File: src/hw/rtl/sync_header_crc8_deframer_top_macros.svh
// ----------------------------------------------------------------------------
// Assertion macros for the sync header CRC-8 deframer
// Shared by the files that carry concurrent checks.
// ----------------------------------------------------------------------------
`ifndef SYNC_HEADER_CRC8_DEFRAMER_TOP_MACROS_SVH
`define SYNC_HEADER_CRC8_DEFRAMER_TOP_MACROS_SVH

// check a consequent in the same cycle as its antecedent
`define SDCD_CHK_NOW(label, clk, rst_n, ante, cons, msg) \
	label: assert property (@(posedge clk) disable iff (!rst_n) (ante) |-> (cons)) \
		else $error(msg);

// check a consequent in the cycle after its antecedent
`define SDCD_CHK_NEXT(label, clk, rst_n, ante, cons, msg) \
	label: assert property (@(posedge clk) disable iff (!rst_n) (ante) |=> (cons)) \
		else $error(msg);

`endif

File: src/hw/rtl/sdcd_pkg.sv
// ----------------------------------------------------------------------------
// Sync header CRC-8 deframer package
// Types, codes, reset values and the CRC-8 byte update.
// ----------------------------------------------------------------------------
package sdcd_pkg;

	localparam int unsigned CMD_W    = 2;
	localparam int unsigned BYTE_W   = 8;
	localparam int unsigned STATUS_W = 3;
	localparam int unsigned GAP_W    = 16;
	localparam int unsigned COUNT_W  = 32;
	localparam int unsigned CFG_W    = 16;
	localparam int unsigned REG_IDX_W = 2;

	// link commands
	localparam logic [CMD_W-1:0] CMD_BYTE   = 2'd0;
	localparam logic [CMD_W-1:0] CMD_TICK   = 2'd1;
	localparam logic [CMD_W-1:0] CMD_RESYNC = 2'd2;

	// configuration register indexes
	localparam logic [REG_IDX_W-1:0] REG_GAP_LIMIT   = 2'd0;
	localparam logic [REG_IDX_W-1:0] REG_MAX_PAYLOAD = 2'd1;
	localparam logic [REG_IDX_W-1:0] REG_SYNC_FIRST  = 2'd2;
	localparam logic [REG_IDX_W-1:0] REG_SYNC_SECOND = 2'd3;

	// configuration reset values
	localparam logic [GAP_W-1:0]  RST_GAP_LIMIT   = 16'd50;
	localparam logic [BYTE_W-1:0] RST_MAX_PAYLOAD = 8'd250;
	localparam logic [BYTE_W-1:0] RST_SYNC_FIRST  = 8'hAB;
	localparam logic [BYTE_W-1:0] RST_SYNC_SECOND = 8'hCD;

	localparam logic [BYTE_W-1:0] CRC_POLY = 8'h07;

	typedef enum logic [STATUS_W-1:0] {
		ST_NONE    = 3'd0,
		ST_PAYLOAD = 3'd1,
		ST_GOOD    = 3'd2,
		ST_CRC_ERR = 3'd3,
		ST_LEN_ERR = 3'd4
	} status_t;

	typedef enum logic [5:0] {
		PH_SYNC1   = 6'b000001,
		PH_SYNC2   = 6'b000010,
		PH_TYPE    = 6'b000100,
		PH_LEN     = 6'b001000,
		PH_PAYLOAD = 6'b010000,
		PH_CRC     = 6'b100000
	} phase_t;

	typedef struct packed {
		logic [GAP_W-1:0]  gap_limit;
		logic [BYTE_W-1:0] max_payload;
		logic [BYTE_W-1:0] sync_first;
		logic [BYTE_W-1:0] sync_second;
	} cfg_t;

	typedef struct packed {
		status_t            status;
		logic [BYTE_W-1:0]  payload_byte;
		logic [BYTE_W-1:0]  payload_index;
		logic [BYTE_W-1:0]  frame_type;
		logic [BYTE_W-1:0]  frame_length;
		logic               gap_discard;
		logic [COUNT_W-1:0] good_frames;
		logic [COUNT_W-1:0] crc_errors;
	} res_t;

	// CRC-8, MSB first, one byte through eight shift steps
	function automatic logic [BYTE_W-1:0] crc8_feed(input logic [BYTE_W-1:0] crc,
			input logic [BYTE_W-1:0] data);
		logic [BYTE_W-1:0] c;
		c = crc ^ data;
		for (int k = 0; k < BYTE_W; k++) begin
			if (c[BYTE_W-1]) begin
				c = {c[BYTE_W-2:0], 1'b0} ^ CRC_POLY;
			end else begin
				c = {c[BYTE_W-2:0], 1'b0};
			end
		end
		return c;
	endfunction

endpackage

File: src/hw/rtl/sdcd_ifs.sv
// ----------------------------------------------------------------------------
// Sync header CRC-8 deframer channels
// Valid/ready channels for link commands and for results.
// ----------------------------------------------------------------------------
interface sdcd_link_if;
	import sdcd_pkg::*;

	logic                valid;
	logic                ready;
	logic [CMD_W-1:0]    command;
	logic [BYTE_W-1:0]   data_byte;

	modport source (output valid, command, data_byte, input ready);
	modport sink (input valid, command, data_byte, output ready);
endinterface

interface sdcd_report_if;
	import sdcd_pkg::*;

	logic                valid;
	logic                ready;
	logic [STATUS_W-1:0] status;
	logic [BYTE_W-1:0]   payload_byte;
	logic [BYTE_W-1:0]   payload_index;
	logic [BYTE_W-1:0]   frame_type;
	logic [BYTE_W-1:0]   frame_length;
	logic                gap_discard;
	logic [COUNT_W-1:0]  good_frames;
	logic [COUNT_W-1:0]  crc_errors;

	modport source (output valid, status, payload_byte, payload_index, frame_type,
		frame_length, gap_discard, good_frames, crc_errors, input ready);
	modport sink (input valid, status, payload_byte, payload_index, frame_type,
		frame_length, gap_discard, good_frames, crc_errors, output ready);
endinterface

File: src/hw/rtl/sync_header_crc8_deframer_top.sv
// ----------------------------------------------------------------------------
// Sync header CRC-8 deframer: input stage, then registered result stage.
// One beat per cycle while results drain; phase and CRC update combinationally.
// Reset clears the stages, parser state and counters; registers take defaults.
// ----------------------------------------------------------------------------
`include "sync_header_crc8_deframer_top_macros.svh"

module sync_header_crc8_deframer_top (
	input  logic                          clk,
	input  logic                          arst_n,
	sdcd_link_if.sink                     link,
	sdcd_report_if.source                 report,
	input  logic                          cfg_we,
	input  logic [sdcd_pkg::REG_IDX_W-1:0] cfg_index,
	input  logic [sdcd_pkg::CFG_W-1:0]    cfg_data
);
	import sdcd_pkg::*;

	logic              s1_valid_q;
	logic [CMD_W-1:0]  cmd_s1;
	logic [BYTE_W-1:0] data_s1;
	logic              out_valid_q;
	res_t              res_s2;
	res_t              res;
	cfg_t              cfg;
	logic              advance;

	sdcd_cfg_regs u_cfg (
		.clk    (clk),
		.arst_n (arst_n),
		.we     (cfg_we),
		.index  (cfg_index),
		.data   (cfg_data),
		.cfg    (cfg)
	);

	sdcd_parser u_parser (
		.clk    (clk),
		.arst_n (arst_n),
		.step   (advance),
		.cmd    (cmd_s1),
		.data   (data_s1),
		.cfg    (cfg),
		.res    (res)
	);

	// process the held beat when the result register is free or draining
	assign advance    = s1_valid_q && (!out_valid_q || report.ready);
	assign link.ready = !s1_valid_q || advance;

	// input stage: take a new beat whenever ready
	always_ff @(posedge clk or negedge arst_n) begin
		if (!arst_n) begin
			s1_valid_q <= 1'b0;
		end else if (link.ready) begin
			s1_valid_q <= link.valid;
		end
	end

	always_ff @(posedge clk) begin
		if (link.ready && link.valid) begin
			cmd_s1  <= link.command;
			data_s1 <= link.data_byte;
		end
	end

	// result stage: load on advance, drop once taken
	always_ff @(posedge clk or negedge arst_n) begin
		if (!arst_n) begin
			out_valid_q <= 1'b0;
		end else if (advance) begin
			out_valid_q <= 1'b1;
		end else if (report.ready) begin
			out_valid_q <= 1'b0;
		end
	end

	always_ff @(posedge clk) begin
		if (advance) begin
			res_s2 <= res;
		end
	end

	assign report.valid         = out_valid_q;
	assign report.status        = res_s2.status;
	assign report.payload_byte  = res_s2.payload_byte;
	assign report.payload_index = res_s2.payload_index;
	assign report.frame_type    = res_s2.frame_type;
	assign report.frame_length  = res_s2.frame_length;
	assign report.gap_discard   = res_s2.gap_discard;
	assign report.good_frames   = res_s2.good_frames;
	assign report.crc_errors    = res_s2.crc_errors;

	`SDCD_CHK_NEXT(a_s1_held, clk, arst_n, s1_valid_q && !advance, s1_valid_q && $stable(cmd_s1) && $stable(data_s1), "stalled input beat lost")
	`SDCD_CHK_NEXT(a_result_loaded, clk, arst_n, advance, out_valid_q, "processed beat gave no result")
	`SDCD_CHK_NEXT(a_out_drained, clk, arst_n, out_valid_q && report.ready && !advance, !out_valid_q, "taken result repeated")

endmodule

File: src/hw/rtl/sdcd_cfg_regs.sv
// ----------------------------------------------------------------------------
// Deframer configuration registers
// Gap limit, largest payload and the two sync byte values.
// ----------------------------------------------------------------------------
module sdcd_cfg_regs (
	input  logic                          clk,
	input  logic                          arst_n,
	input  logic                          we,
	input  logic [sdcd_pkg::REG_IDX_W-1:0] index,
	input  logic [sdcd_pkg::CFG_W-1:0]    data,
	output sdcd_pkg::cfg_t                cfg
);
	import sdcd_pkg::*;

	cfg_t cfg_q;

	// write the addressed register, keep the rest
	always_ff @(posedge clk or negedge arst_n) begin
		if (!arst_n) begin
			cfg_q.gap_limit   <= RST_GAP_LIMIT;
			cfg_q.max_payload <= RST_MAX_PAYLOAD;
			cfg_q.sync_first  <= RST_SYNC_FIRST;
			cfg_q.sync_second <= RST_SYNC_SECOND;
		end else if (we) begin
			case (index)
				REG_GAP_LIMIT:   cfg_q.gap_limit   <= data;
				REG_MAX_PAYLOAD: cfg_q.max_payload <= data[BYTE_W-1:0];
				REG_SYNC_FIRST:  cfg_q.sync_first  <= data[BYTE_W-1:0];
				REG_SYNC_SECOND: cfg_q.sync_second <= data[BYTE_W-1:0];
				default: ;
			endcase
		end
	end

	assign cfg = cfg_q;

endmodule

File: src/hw/rtl/sdcd_parser.sv
// ----------------------------------------------------------------------------
// Deframer frame parser
// Phase machine, running CRC, gap timer and frame counters; one beat a step.
// ----------------------------------------------------------------------------
`include "sync_header_crc8_deframer_top_macros.svh"

module sdcd_parser (
	input  logic                        clk,
	input  logic                        arst_n,
	input  logic                        step,
	input  logic [sdcd_pkg::CMD_W-1:0]  cmd,
	input  logic [sdcd_pkg::BYTE_W-1:0] data,
	input  sdcd_pkg::cfg_t              cfg,
	output sdcd_pkg::res_t              res
);
	import sdcd_pkg::*;

	phase_t              phase_q, phase_n, phase_cur;
	logic [BYTE_W-1:0]   type_q, type_n;
	logic [BYTE_W-1:0]   len_q, len_n;
	logic [BYTE_W-1:0]   taken_q, taken_n;
	logic [BYTE_W-1:0]   crc_q, crc_n;
	logic [GAP_W-1:0]    idle_q, idle_n;
	logic [COUNT_W-1:0]  good_q, good_n;
	logic [COUNT_W-1:0]  err_q, err_n;
	logic                stale;
	logic                first_hit;
	status_t             status;
	logic [BYTE_W-1:0]   pbyte;
	logic [BYTE_W-1:0]   pindex;

	assign first_hit = (data == cfg.sync_first);

	// next state and result for one command
	always_comb begin
		phase_n   = phase_q;
		type_n    = type_q;
		len_n     = len_q;
		taken_n   = taken_q;
		crc_n     = crc_q;
		idle_n    = idle_q;
		good_n    = good_q;
		err_n     = err_q;
		stale     = 1'b0;
		phase_cur = phase_q;
		status    = ST_NONE;
		pbyte     = '0;
		pindex    = '0;
		case (cmd)
			CMD_TICK: begin
				if (idle_q != '1) begin
					idle_n = idle_q + 1'b1;
				end
			end
			CMD_RESYNC: begin
				phase_n = PH_SYNC1;
				taken_n = '0;
				crc_n   = '0;
			end
			CMD_BYTE: begin
				// drop a partial frame that has gone quiet too long
				stale     = (phase_q != PH_SYNC1) && (idle_q > cfg.gap_limit);
				phase_cur = stale ? PH_SYNC1 : phase_q;
				idle_n    = '0;
				case (phase_cur)
					PH_SYNC2: begin
						if (data == cfg.sync_second) begin
							phase_n = PH_TYPE;
						end else begin
							phase_n = first_hit ? PH_SYNC2 : PH_SYNC1;
						end
					end
					PH_TYPE: begin
						type_n  = data;
						crc_n   = crc8_feed('0, data);
						phase_n = PH_LEN;
					end
					PH_LEN: begin
						len_n   = data;
						taken_n = '0;
						if (data > cfg.max_payload) begin
							status  = ST_LEN_ERR;
							phase_n = PH_SYNC1;
						end else begin
							crc_n   = crc8_feed(crc_q, data);
							phase_n = (data == '0) ? PH_CRC : PH_PAYLOAD;
						end
					end
					PH_PAYLOAD: begin
						status  = ST_PAYLOAD;
						pbyte   = data;
						pindex  = taken_q;
						crc_n   = crc8_feed(crc_q, data);
						taken_n = taken_q + 1'b1;
						if (taken_n >= len_q) begin
							phase_n = PH_CRC;
						end
					end
					PH_CRC: begin
						if (crc_q == data) begin
							good_n = good_q + 1'b1;
							status = ST_GOOD;
						end else begin
							err_n  = err_q + 1'b1;
							status = ST_CRC_ERR;
						end
						phase_n = PH_SYNC1;
					end
					default: begin
						phase_n = first_hit ? PH_SYNC2 : PH_SYNC1;
					end
				endcase
			end
			default: ;
		endcase
	end

	// advance the parser state on each step
	always_ff @(posedge clk or negedge arst_n) begin
		if (!arst_n) begin
			phase_q <= PH_SYNC1;
			type_q  <= '0;
			len_q   <= '0;
			taken_q <= '0;
			crc_q   <= '0;
			idle_q  <= '0;
			good_q  <= '0;
			err_q   <= '0;
		end else if (step) begin
			phase_q <= phase_n;
			type_q  <= type_n;
			len_q   <= len_n;
			taken_q <= taken_n;
			crc_q   <= crc_n;
			idle_q  <= idle_n;
			good_q  <= good_n;
			err_q   <= err_n;
		end
	end

	always_comb begin
		res.status        = status;
		res.payload_byte  = pbyte;
		res.payload_index = pindex;
		res.frame_type    = type_n;
		res.frame_length  = len_n;
		res.gap_discard   = stale;
		res.good_frames   = good_n;
		res.crc_errors    = err_n;
	end

	`SDCD_CHK_NEXT(a_hold_without_step, clk, arst_n, !step, $stable(good_q) && $stable(err_q) && $stable(phase_q), "parser state moved without a step")
	`SDCD_CHK_NOW(a_payload_in_phase, clk, arst_n, step && (res.status == ST_PAYLOAD), (phase_q == PH_PAYLOAD) && !res.gap_discard, "payload beat outside payload phase")
	`SDCD_CHK_NOW(a_gap_quiet, clk, arst_n, res.gap_discard, (res.status == ST_NONE) && (cmd == CMD_BYTE), "gap drop with a non-empty result")

endmodule

File: src/flat_wrapper.sv
// flat-port wrapper written by rule: the top's interface ports become plain ports
module sync_header_crc8_deframer_top_flat import sdcd_pkg::*;
  (clk, arst_n, cfg_we, cfg_index, cfg_data, link_valid, link_command, link_data_byte, link_ready, report_valid, report_status, report_payload_byte, report_payload_index, report_frame_type, report_frame_length, report_gap_discard, report_good_frames, report_crc_errors, report_ready);
  sdcd_link_if link_i ();
  sdcd_report_if report_i ();
  input  logic clk;
  input  logic arst_n;
  input  logic cfg_we;
  input  logic [sdcd_pkg::REG_IDX_W-1:0] cfg_index;
  input  logic [sdcd_pkg::CFG_W-1:0] cfg_data;
  input wire logic [$bits(link_i.valid)-1:0] link_valid;
  input wire logic [$bits(link_i.command)-1:0] link_command;
  input wire logic [$bits(link_i.data_byte)-1:0] link_data_byte;
  output wire logic [$bits(link_i.ready)-1:0] link_ready;
  output wire logic [$bits(report_i.valid)-1:0] report_valid;
  output wire logic [$bits(report_i.status)-1:0] report_status;
  output wire logic [$bits(report_i.payload_byte)-1:0] report_payload_byte;
  output wire logic [$bits(report_i.payload_index)-1:0] report_payload_index;
  output wire logic [$bits(report_i.frame_type)-1:0] report_frame_type;
  output wire logic [$bits(report_i.frame_length)-1:0] report_frame_length;
  output wire logic [$bits(report_i.gap_discard)-1:0] report_gap_discard;
  output wire logic [$bits(report_i.good_frames)-1:0] report_good_frames;
  output wire logic [$bits(report_i.crc_errors)-1:0] report_crc_errors;
  input wire logic [$bits(report_i.ready)-1:0] report_ready;
  assign link_i.valid = link_valid;
  assign link_i.command = link_command;
  assign link_i.data_byte = link_data_byte;
  assign link_ready = link_i.ready;
  assign report_valid = report_i.valid;
  assign report_status = report_i.status;
  assign report_payload_byte = report_i.payload_byte;
  assign report_payload_index = report_i.payload_index;
  assign report_frame_type = report_i.frame_type;
  assign report_frame_length = report_i.frame_length;
  assign report_gap_discard = report_i.gap_discard;
  assign report_good_frames = report_i.good_frames;
  assign report_crc_errors = report_i.crc_errors;
  assign report_i.ready = report_ready;
  sync_header_crc8_deframer_top u_core (.clk(clk), .arst_n(arst_n), .link(link_i), .report(report_i), .cfg_we(cfg_we), .cfg_index(cfg_index), .cfg_data(cfg_data));
endmodule
File: config.mk
export PLATFORM = sky130hd
export DESIGN_NAME = sync_header_crc8_deframer_top_flat
export DESIGN_NICKNAME = d
export VERILOG_FILES = /design/src/hw/rtl/sdcd_pkg.sv /design/src/hw/rtl/sdcd_ifs.sv /design/src/hw/rtl/sync_header_crc8_deframer_top.sv /design/src/hw/rtl/sdcd_cfg_regs.sv /design/src/hw/rtl/sdcd_parser.sv /design/src/flat_wrapper.sv
export VERILOG_INCLUDE_DIRS = /design/src /design/src/hw/rtl
export SDC_FILE = /design/constraint.sdc
export NUM_CORES = 1
export LEC_CHECK = 0
export BUFFER_PORTS_ARGS = -buffer_cell sky130_fd_sc_hd__buf_2
export CAP_MARGIN = 20
export CORE_ASPECT_RATIO = 1.1
export CORE_MARGIN = 2
export CORE_UTILIZATION = 40
export CTS_CLUSTER_SIZE = 28
export DETAILED_ROUTE_END_ITERATION = 10
export HOLD_SLACK_MARGIN = 0.12
export MAX_ROUTING_LAYER = met4
export PLACE_DENSITY = 0.68
export SLEW_MARGIN = 15
export SYNTH_ARGS = -nofsm -noshare
export SYNTH_HDL_FRONTEND = slang
export SYNTH_HIERARCHICAL = 1
export SYNTH_SLANG_ARGS = --single-unit
File: constraint.sdc
create_clock -name clk -period 5.11 [get_ports clk]
set_input_delay 1.2775 -clock clk [delete_from_list [all_inputs] [get_ports clk]]
set_output_delay 1.2775 -clock clk [all_outputs]
set_load 0.03 [all_outputs]
# Word level (Yosys, flattened, before mapping)
# Cells that the tools add are included.
# W data, S select, Z words.
# word_totals
ff_bits,270
output_inout_bits,102
# op_classes
add_sub_neg,4
bitwise_logic,24
eq_ne,20
n_mux,102
n_lt_le_gt_ge,3
n_reduce_logical,22
# ops
operator,count
$mux W8,54
$mux W32,6
$mux W3,25
$not A3 Y3,23
$add A32 B1 Y32 const B,2
$pmux W8 S2,3
$pmux W16 S2,1
$pmux W6 S5,1
$eq A8 B8 Y1,3
$mux W6,4
$pmux W8 S3,1
$add A16 B1 Y16 const B,1
$gt A16 B16 Y1,1
$mux W16,1
$ne A16 B16 Y1 const B,1
$pmux W6 S2,1
$reduce_and A2 Y1,5
$pmux W3 S3,1
$reduce_and A3 Y1,3
$add A8 B1 Y8 const B,1
$ge A8 B8 Y1,1
$gt A8 B8 Y1,1
$logic_not A8 Y1,1
$xor A8 B8 Y8,1
20 further kinds,33

# Depth between registers and ports, before layout
# logic_depth
depth_word,41
ltp_mapped,13

# Hierarchy
# Netlist, hierarchy kept.
# by_module_without_submodules
module,seq_area_each_um2,area_per_inst_um2,n_inst,cells_each
sdcd_parser,2954.1,8628.3,1,961
sync_header_crc8_deframer_top,3353.2,3407.0,1,118
sdcd_cfg_regs,1024.7,1525.2,1,85

# Worst setup path before layout
# OpenSTA, ideal clock, no wires.
# synth_path
kind,input -> register
from,input port report_ready
to,register u_core.u_parser.idle_q[9]
required_time_ps,4978
path_stages,8
slack_ps,-314
setup_ps,132
arrival_ps,5292
cell_sequence,nand2b_1 > and2_1 > o311ai_0 > clkbuf_1 > nor3_1 > nand3_1 > xor2_1 > nor2_1
# synth_via
elab_chain_len,3
# synth_lines
item,line,source
"start, declared",flat_wrapper.sv:24,input wire logic [$bits(report_i.ready)-1:0] report_ready;
$logic_or A1 B1 Y1,sync_header_crc8_deframer_top.sv:48,assign advance = s1_valid_q && (!out_valid_q || report.ready);
$logic_and A1 B1 Y1,sync_header_crc8_deframer_top.sv:48,
net u_core.advance,sync_header_crc8_deframer_top.sv:26,logic advance;
$reduce_and A3 Y1 (no line),-,
"end signal, assigned",sdcd_parser.sv:135,idle_q <= idle_n;
"end, declared",sdcd_parser.sv:23,"logic [GAP_W-1:0] idle_q, idle_n;"
# The timed path passes the listed nets, and every way through them passes these cells.
# A chain may end at the register's enable or synchronous reset.

==> impl_results.md <==
* Vias per cell at 5.08
* Crit-path max FO at 14
* NumNets Final at 1373
* Rel. slew slack at 28.3%
* Number of gates resized after CTS at 0
* Library cells used by synthesis at 70
* Fin. max-slew vios at 0
* Static leakage at 6.79 nW
* CTS tree: built
* CTS max path bufs at 3
* Final setup viols at 0
* Final GP Congestion at 0.849
* Chip Width at 180 um
* YS warnings at 6
* Largest net degree at the start of global routing at 93
* Post-route cell area at 15700 um2
* Core Region at approximately 33000 um2
* Post-synth EDFFs at 110
* Status: finished clean
* Gr ovfl total at 0
* Register area share after synthesis at 54.1%
* Logic pwr share at around 11%
* Initial DRC count at approximately 670
* Clock Latency Late Sink at 0.56 ns
* Vias at 8903
* Layout cell share with drive strength beyond 1 at about a quarter
* Final hold violation count at 0
* Drc violations at 0
* Main synth FF type: dfrtp_1
* Final Skew at 0.0229 ns
* Post-synthesis register bit count at 270
* IO buf count at 134
* H-tree levels at 1
* WHS Path Cells at 1
* Worst slew pin tran at around 1.0 ns
* CP endpoint kind: flip-flop
* Hold_buf cts at 0
* Number of global-route vias before repair at roughly 8900
* Setup bufs post-CTS at 0
* RSZ-0062 raised after global routing: no
* Worst Hold Slack at 0.486 ns
* Asr flop ratio synth at roughly three fifths
* Clk root buf: clkbuf_16
* Synthesized cell area at 13600 um2
* Worst Hold Class: flip-flop to flip-flop
* FP Rows at 70
* Inserted Clock Buffers at 29
* Diode count at 0
* Power density cells at 339 nW/um2
* Drt first pass iters at 5
* Worst Setup Slack, final at 1.60 ns
* DP Area at 14600 um2
* CP Launch Type: flip-flop
* Initial core utilization at 40.7%
* Die ar. at 35400 um2
* Psw at 1.33 mW
* GRT Overall Usage at 16.9%
* Max-cap check violation count at 0
* Pint at 3.98 mW
* Final WL at 29000 um
* CP Class: flip-flop to flip-flop
* Finished Core Util at between 40% and 50%
* Sequential power share at a little under half
* Clock transition at path regs at approximately 0.060 ns
* Antenna violations before repair at 0
* Clk sinks at 270
* Vert. Die Dim at 197 um
* Fillcell total at 3055
* Net Sw Frac at roughly 25%
* FF-to-FF path depth at 13
* Fin crit share at 68.6%
* CP required at 5.40 ns
* Routed Antenna Nets at 0
* First-pass GRT wire length at 47400 um
* Syn nets at 1239
* DP Worst Slack at 1.53 ns
* Worst EP arrival at around 3.8 ns
* DP Cell Count at 1698
* Setup TNS at 0 ns
* Area Growth Syn to Fin at 15.5%
* Minimum clock period at 3.51 ns
* Detail Placement HPWL at 20300 um
* Maximum VDD drop at 0.228 mV
* Overall power at roughly 5.3 mW
* Clock share of power at 41.6%
* Ports at 135
* Cells after Synth at 1164
* Layout Cells excl Fill at 1753
* Wire per inst at ~17 um
* Syn_area_per_cell at 11.6 um2
* Max Clock Freq at ~290 MHz
## per-layer routing
layer,share of wire [%],up-vias,global-route usage [%],wire length [um]
li1,-,4327,-,-
met1,47,4339,22.8,13500
met2,47,199,27.1,13700
met3,4.1,38,2.38,1190
met4,1.9,0,4.19,549
met5,0,-,-,0
## power groups by stage
| stage | registers [mW] | clock network [mW] | logic [mW] |
|---|---|---|---|
| 2_1_floorplan | 2.61 | 0 | 0.348 |
| 5_1_grt | 2.51 | 2.37 | 0.670 |
| 3_3_place_gp | 2.54 | 0 | 0.596 |
| 3_5_place_dp | 2.54 | 0 | 0.608 |
| 4_1_cts | 2.50 | 2.27 | 0.611 |
| 6_report | 2.50 | 2.21 | 0.603 |
## layout make-up
| type | count | area [um2] | share of cell area, % |
|---|---|---|---|
| sequential | 270 | 7330 | 46.8 |
| multi-input combinational | 798 | 5780 | 36.9 |
| timing repair buffer | 150 | 810 | 5.17 |
| clock buffer | 34 | 766 | 4.89 |
| tap | 432 | 541 | 3.45 |
| clock inverter | 20 | 244 | 1.56 |
| inverter | 49 | 189 | 1.21 |
## state kept, by name, indices dropped and copies added (netlist names), 6 cells and up
signal and cells:
u_core/u_cfg/cfg 40, u_core/report.crc_errors 32, u_core/report.good_frames 32, u_core/u_parser/err_q 32
u_core/u_parser/good_q 32, u_core/u_parser/idle_q 16, u_core/data_s1 8, u_core/report.frame_length 8
u_core/report.frame_type 8, u_core/report.payload_byte 8, u_core/report.payload_index 8, u_core/u_parser/crc_q 8
u_core/u_parser/len_q 8, u_core/u_parser/taken_q 8, u_core/u_parser/type_q 8, u_core/u_parser/phase_q 6
## worst paths after layout
check	start	slack [ns]	to
max	u_core/data_s1[6]	1.60	u_core/report.crc_errors[26]
min	u_core/u_parser/err_q[31]	0.49	u_core/u_parser/err_q[31]
max reg2reg	u_core/data_s1[6]	1.60	u_core/report.crc_errors[26]
min reg2reg	u_core/u_parser/err_q[31]	0.49	u_core/u_parser/err_q[31]
max in group asynchronous	arst_n	3.19	u_core/u_cfg/cfg[29]
min in group asynchronous	arst_n	0.78	u_core/u_parser/type_q[5]
## cell usage after synthesis (all sizes together) (6+ instances only)
master	instances	share of area, %
ha	42	3.9
o21ai	40	1.5
nor2	68	2.1
a21oi	19	0.78
and4	8	0.52
nand3b	6	0.42
inv	48	1.3
xor2	77	5.0
nor4	16	1.2
xnor2	118	7.6
mux2	63	5.5
nor2b	6	0.28
nand2	116	3.2
and3	29	1.4
buf	21	1.2
dfstp	20	3.9
edfxtp	110	24
and2	17	0.82
o211ai	7	0.39
nand3	58	2.1
nor3	20	0.94
dfrtp	140	26
nand4	31	1.5
nand2b	10	0.46
mux2i	10	0.74
or3	6	0.31
clkbuf	26	0.73
## cells in the final DEF, fill, tap and decap left out, types with 40 or more instances in the layout
cell / synthesis / layout
dfrtp_1: 140 / 140
buf_2: 14 / 133
xnor2_1: 118 / 118
nand2_1: 115 / 115
edfxtp_1: 110 / 110
xor2_1: 77 / 77
nor2_1: 66 / 66
nand3_1: 58 / 58
mux2_2: 55 / 55
inv_1: 48 / 48
ha_1: 42 / 42
o21ai_0: 40 / 40
## critical path, cell delays in order, from the launching register on
cell       delay [ns]
edfxtp_1         0.38
buf_4            0.20
xor2_1           0.25
inv_1            0.11
ha_1             0.20
and3_1           0.17
nand3_1          0.09
buf_4            0.23
and3_1           0.21
nand3_1          0.11
a2111oi_4        0.80
and2_1           0.27
nand2_1          0.08
xnor2_1          0.13
## cells by family after synthesis
group | count (synthesis) | synth area share (%)
AO/OA/AOI/OAI | 88 | 4.19
AND/OR/NAND/NOR | 400 | 15.8
flip-flops | 270 | 54.1
XOR/XNOR | 195 | 12.6
multiplexers | 73 | 6.19
buffers and inverters | 96 | 3.32
adder cells (fa/ha/maj) | 42 | 3.88
Note: power is estimated with default switching activity, not from simulation.
